==> config.mk <==
export PLATFORM = sky130hd
export DESIGN_NAME = refcpa_ctrl
export DESIGN_NICKNAME = d
export VERILOG_FILES = /design/src/rtl/refcpa_pkg.sv /design/src/rtl/refcpa_ctrl.sv
export SDC_FILE = /design/constraint.sdc
export NUM_CORES = 1
export LEC_CHECK = 0
export BUFFER_PORTS_ARGS = -buffer_cell sky130_fd_sc_hd__buf_2
export CORE_AREA = 2 2 39 41
export CTS_BUF_LIST = sky130_fd_sc_hd__clkbuf_4 sky130_fd_sc_hd__clkbuf_8
export DETAILED_ROUTE_END_ITERATION = 12
export DIE_AREA = 0 0 41 43
export PLACE_DENSITY = 0.4
export SLEW_MARGIN = 20
export SYNTH_ARGS = -nofsm -noshare
export SYNTH_HDL_FRONTEND = slang
export SYNTH_SLANG_ARGS = --single-unit
==> constraint.sdc <==
create_clock -name clk -period 2.43 [get_ports clk]
set_clock_uncertainty 0.2 [all_clocks]
set_input_delay 0.1215 -clock clk [delete_from_list [all_inputs] [get_ports clk]]
set_output_delay 0.1215 -clock clk [all_outputs]
set_load 0.01 [all_outputs]
==> src/rtl/refcpa_pkg.sv <==
// ----------------------------------------------------------------------------
// refcpa_pkg
// Shared types and constants of the reference-counted page allocator.
// ----------------------------------------------------------------------------
package refcpa_pkg;

    // default geometry
    localparam int NUM_FRAMES_DEF = 65536;
    localparam int PAGE_SHIFT_DEF = 12;
    localparam int COUNT_BITS_DEF = 16;

    // fixed field widths
    localparam int OP_W         = 3;
    localparam int PADDR_W      = 32;
    localparam int STATUS_W     = 3;
    localparam int REF_COUNT_W  = 16;
    localparam int FREE_PAGES_W = 17;

    // configuration registers
    localparam int CFG_ADDR_W = 3;
    localparam int CFG_DATA_W = 32;
    localparam int CFG_REG_W  = 29;

    localparam logic [CFG_REG_W-1:0] KERNEL_END_RST = 29'd0;
    localparam logic [CFG_REG_W-1:0] PHYS_TOP_RST   = 29'd234881024;

    localparam logic REG_KERNEL_END = 1'b0;
    localparam logic REG_PHYS_TOP   = 1'b1;

    typedef enum logic [OP_W-1:0] {
        OP_SEED    = 3'd0,
        OP_ALLOC   = 3'd1,
        OP_FREE    = 3'd2,
        OP_INC_REF = 3'd3,
        OP_DEC_REF = 3'd4,
        OP_GET_REF = 3'd5
    } op_t;

    typedef enum logic [STATUS_W-1:0] {
        STAT_OK          = 3'd0,
        STAT_BAD_ADDR    = 3'd1,
        STAT_NO_MEM      = 3'd2,
        STAT_DOUBLE_FREE = 3'd3,
        STAT_OVERFLOW    = 3'd4,
        STAT_UNDERFLOW   = 3'd5
    } status_t;

    typedef enum logic [1:0] {
        CS_CLEAR = 2'd0,
        CS_IDLE  = 2'd1,
        CS_EXEC  = 2'd2
    } ctl_state_t;

    // controller to datapath
    typedef struct packed {
        logic load;      // take the input word, start table reads
        logic commit;    // write back and load the result register
        logic clear_wr;  // clear one count entry
    } ctl_cmd_t;

    // datapath to controller
    typedef struct packed {
        logic clear_last;
    } dp_stat_t;

endpackage

==> src/rtl/refcpa_ctrl.sv <==
// ----------------------------------------------------------------------------
// refcpa_ctrl
// Sequencer: count table clearing pass, word accept, execute and result slot.
// ----------------------------------------------------------------------------
module refcpa_ctrl (
    input  logic                  clk,
    input  logic                  rst_n,
    input  logic                  in_valid,
    output logic                  in_ready,
    output logic                  out_valid,
    input  logic                  out_ready,
    output refcpa_pkg::ctl_cmd_t  cmd,
    input  refcpa_pkg::dp_stat_t  stat
);

    import refcpa_pkg::*;

    ctl_state_t state_reg;
    ctl_state_t state_next;
    logic       out_valid_reg;
    logic       out_valid_next;
    logic       slot_free;

    // result slot can take a word when empty or being drained
    assign slot_free = !out_valid_reg || out_ready;

    always_comb
    begin
        state_next = state_reg;
        unique case (state_reg)
            CS_CLEAR:
            begin
                if (stat.clear_last)
                begin
                    state_next = CS_IDLE;
                end
            end
            CS_IDLE:
            begin
                if (in_valid)
                begin
                    state_next = CS_EXEC;
                end
            end
            CS_EXEC:
            begin
                if (slot_free)
                begin
                    state_next = CS_IDLE;
                end
            end
            default:
            begin
                state_next = CS_CLEAR;
            end
        endcase
    end

    always_comb
    begin
        in_ready     = 1'b0;
        cmd.load     = 1'b0;
        cmd.commit   = 1'b0;
        cmd.clear_wr = 1'b0;
        unique case (state_reg)
            CS_CLEAR:
            begin
                cmd.clear_wr = 1'b1;
            end
            CS_IDLE:
            begin
                in_ready = 1'b1;
                cmd.load = in_valid;
            end
            CS_EXEC:
            begin
                cmd.commit = slot_free;
            end
            default:
            begin
                in_ready = 1'b0;
            end
        endcase
    end

    always_comb
    begin
        out_valid_next = out_valid_reg;
        if (cmd.commit)
        begin
            out_valid_next = 1'b1;
        end
        else if (out_ready)
        begin
            out_valid_next = 1'b0;
        end
    end

    always_ff @(posedge clk or negedge rst_n)
    begin
        if (!rst_n)
        begin
            state_reg     <= CS_CLEAR;
            out_valid_reg <= 1'b0;
        end
        else
        begin
            state_reg     <= state_next;
            out_valid_reg <= out_valid_next;
        end
    end

    assign out_valid = out_valid_reg;

endmodule

==> results.json <==
{
  "outcome": "finished, final reports clean",
  "die_width_um": 41,
  "worstHoldPathType": "in2async",
  "cts_tree": "built",
  "max-cap-violations": 0,
  "grt_pass1_vias": 178,
  "post_cts_resized": 0,
  "placed_area_um2": 217.7,
  "design.final.nets": 39,
  "hpwlAfterDp_um": 286.3,
  "drt_iter0_drc": 4,
  "synth_area_um2": 160.2,
  "worst_ep_required_time_ns": 2.34,
  "die_area_mm2": 0.001763,
  "max_slew.worst_pin.slew_ns": 0.2015,
  "timing.final.crit_share_pct": 71.57,
  "worst_setup_path_end_kind": "flip-flop",
  "preCtsSetupSlack_ns": 1.274,
  "routed_wl_um": 376,
  "min_cycle_time_layout_ns": 1.739,
  "drt_drc_violations_left": 0,
  "max-vdd-ir-drop_mv": 0.2838,
  "root_buffer": "sky130_fd_sc_hd__clkbuf_4",
  "critical_path_peak_fanout": 3,
  "globalRouteOverflowTotal": 0,
  "drt.antenna.violating_nets": 0,
  "synth_nets": 22,
  "arrival_time_at_the_worst_endpoint_ns": 1.64,
  "grt_start_max_net_pins": 8,
  "clkLatencyLatePin_ns": 0.23,
  "path_delay_family": "buffers and inverters",
  "cts-htree-levels": 1,
  "largest_register_ffs": 2,
  "globalplace.congestion": 0.6927,
  "cts_buffer_depth": 2,
  "critical-path-top-cell-by-count": "sky130_fd_sc_hd__dlygate4sd3_1",
  "avgSynthCellArea_um2": 9.421,
  "route.detailed.wl_per_inst_um": 7.673,
  "drt_first_pass_iters": 6,
  "fp.dieH_um": 43,
  "tns_ns": 0,
  "cts_sinks": 3,
  "synth.yosys.seq_area_share_pct": 46.88,
  "mostFrequentLayoutCells": "sky130_fd_sc_hd__buf_2, sky130_fd_sc_hd__clkbuf_4, sky130_fd_sc_hd__dlygate4sd3_1",
  "synthesis.yosys.warnings": 0,
  "max_stage_delay_ns": 0.55,
  "post_synth_num_cell_types": 12,
  "antenna_found_initial": 0,
  "std_cell_rows": 14,
  "drive_above_1_share_pct": 42.42,
  "clock_slew_seen_by_the_registers_of_the_worst_setup_and_hold_paths_ns": 0.04,
  "finalSetupViolations": 0,
  "synth-seq-cells": 3,
  "cp_slowest_cell": "sky130_fd_sc_hd__dlygate4sd3_1",
  "power_density_mw_per_mm2": 1134,
  "start_util_pct": 11.57,
  "antenna_cells": 0,
  "drv_slew": 0,
  "power.static_leakage_nw": 0.1617,
  "final_hold_viol_count": 0,
  "design_power_total_uw": 326.3,
  "grt_use_total_pct": 5.835,
  "critPathLaunchType": "input pin",
  "fin_ws_ns": 0.6910,
  "worst_slew_margin_relative_to_its_limit_pct": 86.53,
  "cts_inserted_buffers": 3,
  "post_drt_via_cell_ratio": 3.408,
  "wp_buf_inv": 3,
  "ioPinCount": 10,
  "layout_commonest_cell": "sky130_fd_sc_hd__buf_2",
  "crit_type": "in2reg",
  "routed-via-count": 167,
  "timing.critical_path.cells": "dlygate4sd3_1 > buf_2 > and3b_2 > o32ai_1 > dlygate4sd3_1",
  "maxClockFrequency_mhz": 575.0,
  "fin_area_um2": 287.8,
  "area_delta_synth_final_pct": 79.69,
  "syn-instance-count": 17,
  "grt_pass1_wl_um": 655,
  "setup_repair_after_global_routing_missed_its_margin": "no",
  "coreArea_mm2": 0.001384,
  "numPortBuffers": 9
}
power breakdown:
group	total, mW	switching [mW]	internal [mW]
clock network	0.0959	0.0234	0.0725
logic	0.131	0.0614	0.0699
registers	0.0991	0.0267	0.0723
total	0.326	0.111	0.215
final cells by class:
type / instances / area [um^2]
Multi-Input combinational cell: 10 / 66.31
Timing Repair Buffer: 13 / 85.08
Tap cell: 16 / 20.02
Clock buffer: 4 / 30.03
Sequential cell: 3 / 75.07
Inverter: 3 / 11.26
Fill cell: 151 / 1096
per-layer routing:
layer	wire length, um	GRT usage (%)	up-vias
li1	-	-	89
met1	216	7.767	69
met2	119	5.938	9
met3	40	4.712	0
met4	0	4.000	0
met5	0	0	-
Yosys cell counts, drive strengths merged:
cell type  n  area [um^2]
nand2b     1        6.260
a21o       1        7.510
nor2       2        7.510
inv        3        11.26
a21oi      1        5.000
o32ai      1        8.760
o21ai      1        5.000
o21bai     1        7.510
and3b      2        18.77
dfrtp      3        75.07
buf        1        7.510
path summary, 6_finish.rpt:
path                               from           end  slack (ns)  depth (start not counted)
max in group asynchronous         rst_n  state_reg[0]        1.90                          2
min                               rst_n     out_valid        0.02                          2
min reg2reg                   out_valid     out_valid        0.38                          2
min in group clk              out_valid     out_valid        0.38                          2
max                           out_ready  state_reg[0]        0.69                          5
max reg2reg                state_reg[1]  state_reg[0]        0.80                          3
logic make-up after synthesis:
| family | count (synthesis) | synth area share (%) |
|---|---|---|
| compound gates | 5 | 21.09 |
| buf+inv | 4 | 11.72 |
| flops | 3 | 46.87 |
| simple gates | 5 | 20.32 |
metrics by stage:
stage | std cells | util [%] | hold slack [ns]
after global routing | 49 | 20.80 | 0.03906
after global placement | 41 | 15.73 | -0.2793
after CTS | 49 | 20.80 | 0.02572
after floorplan | 17 | - | -0.3741
final | 49 | 20.80 | 0.01999
after detailed placement | 41 | 15.73 | -0.2805
worst reg2reg max path: stages, from the launching register on:
cell	delay (ns)
sky130_fd_sc_hd__dfrtp_1	0.43
sky130_fd_sc_hd__and3b_2	0.25
sky130_fd_sc_hd__o32ai_1	0.11
sky130_fd_sc_hd__dlygate4sd3_1	0.57
timing repair:
| item | in CTS | in global routing |
|---|---|---|
| setup buffers | 0 | 0 |
| hold buffers | 4 | 0 |
| endpoints found under the hold margin | 5 | 0 |
(Power assumes the default switching activity.)
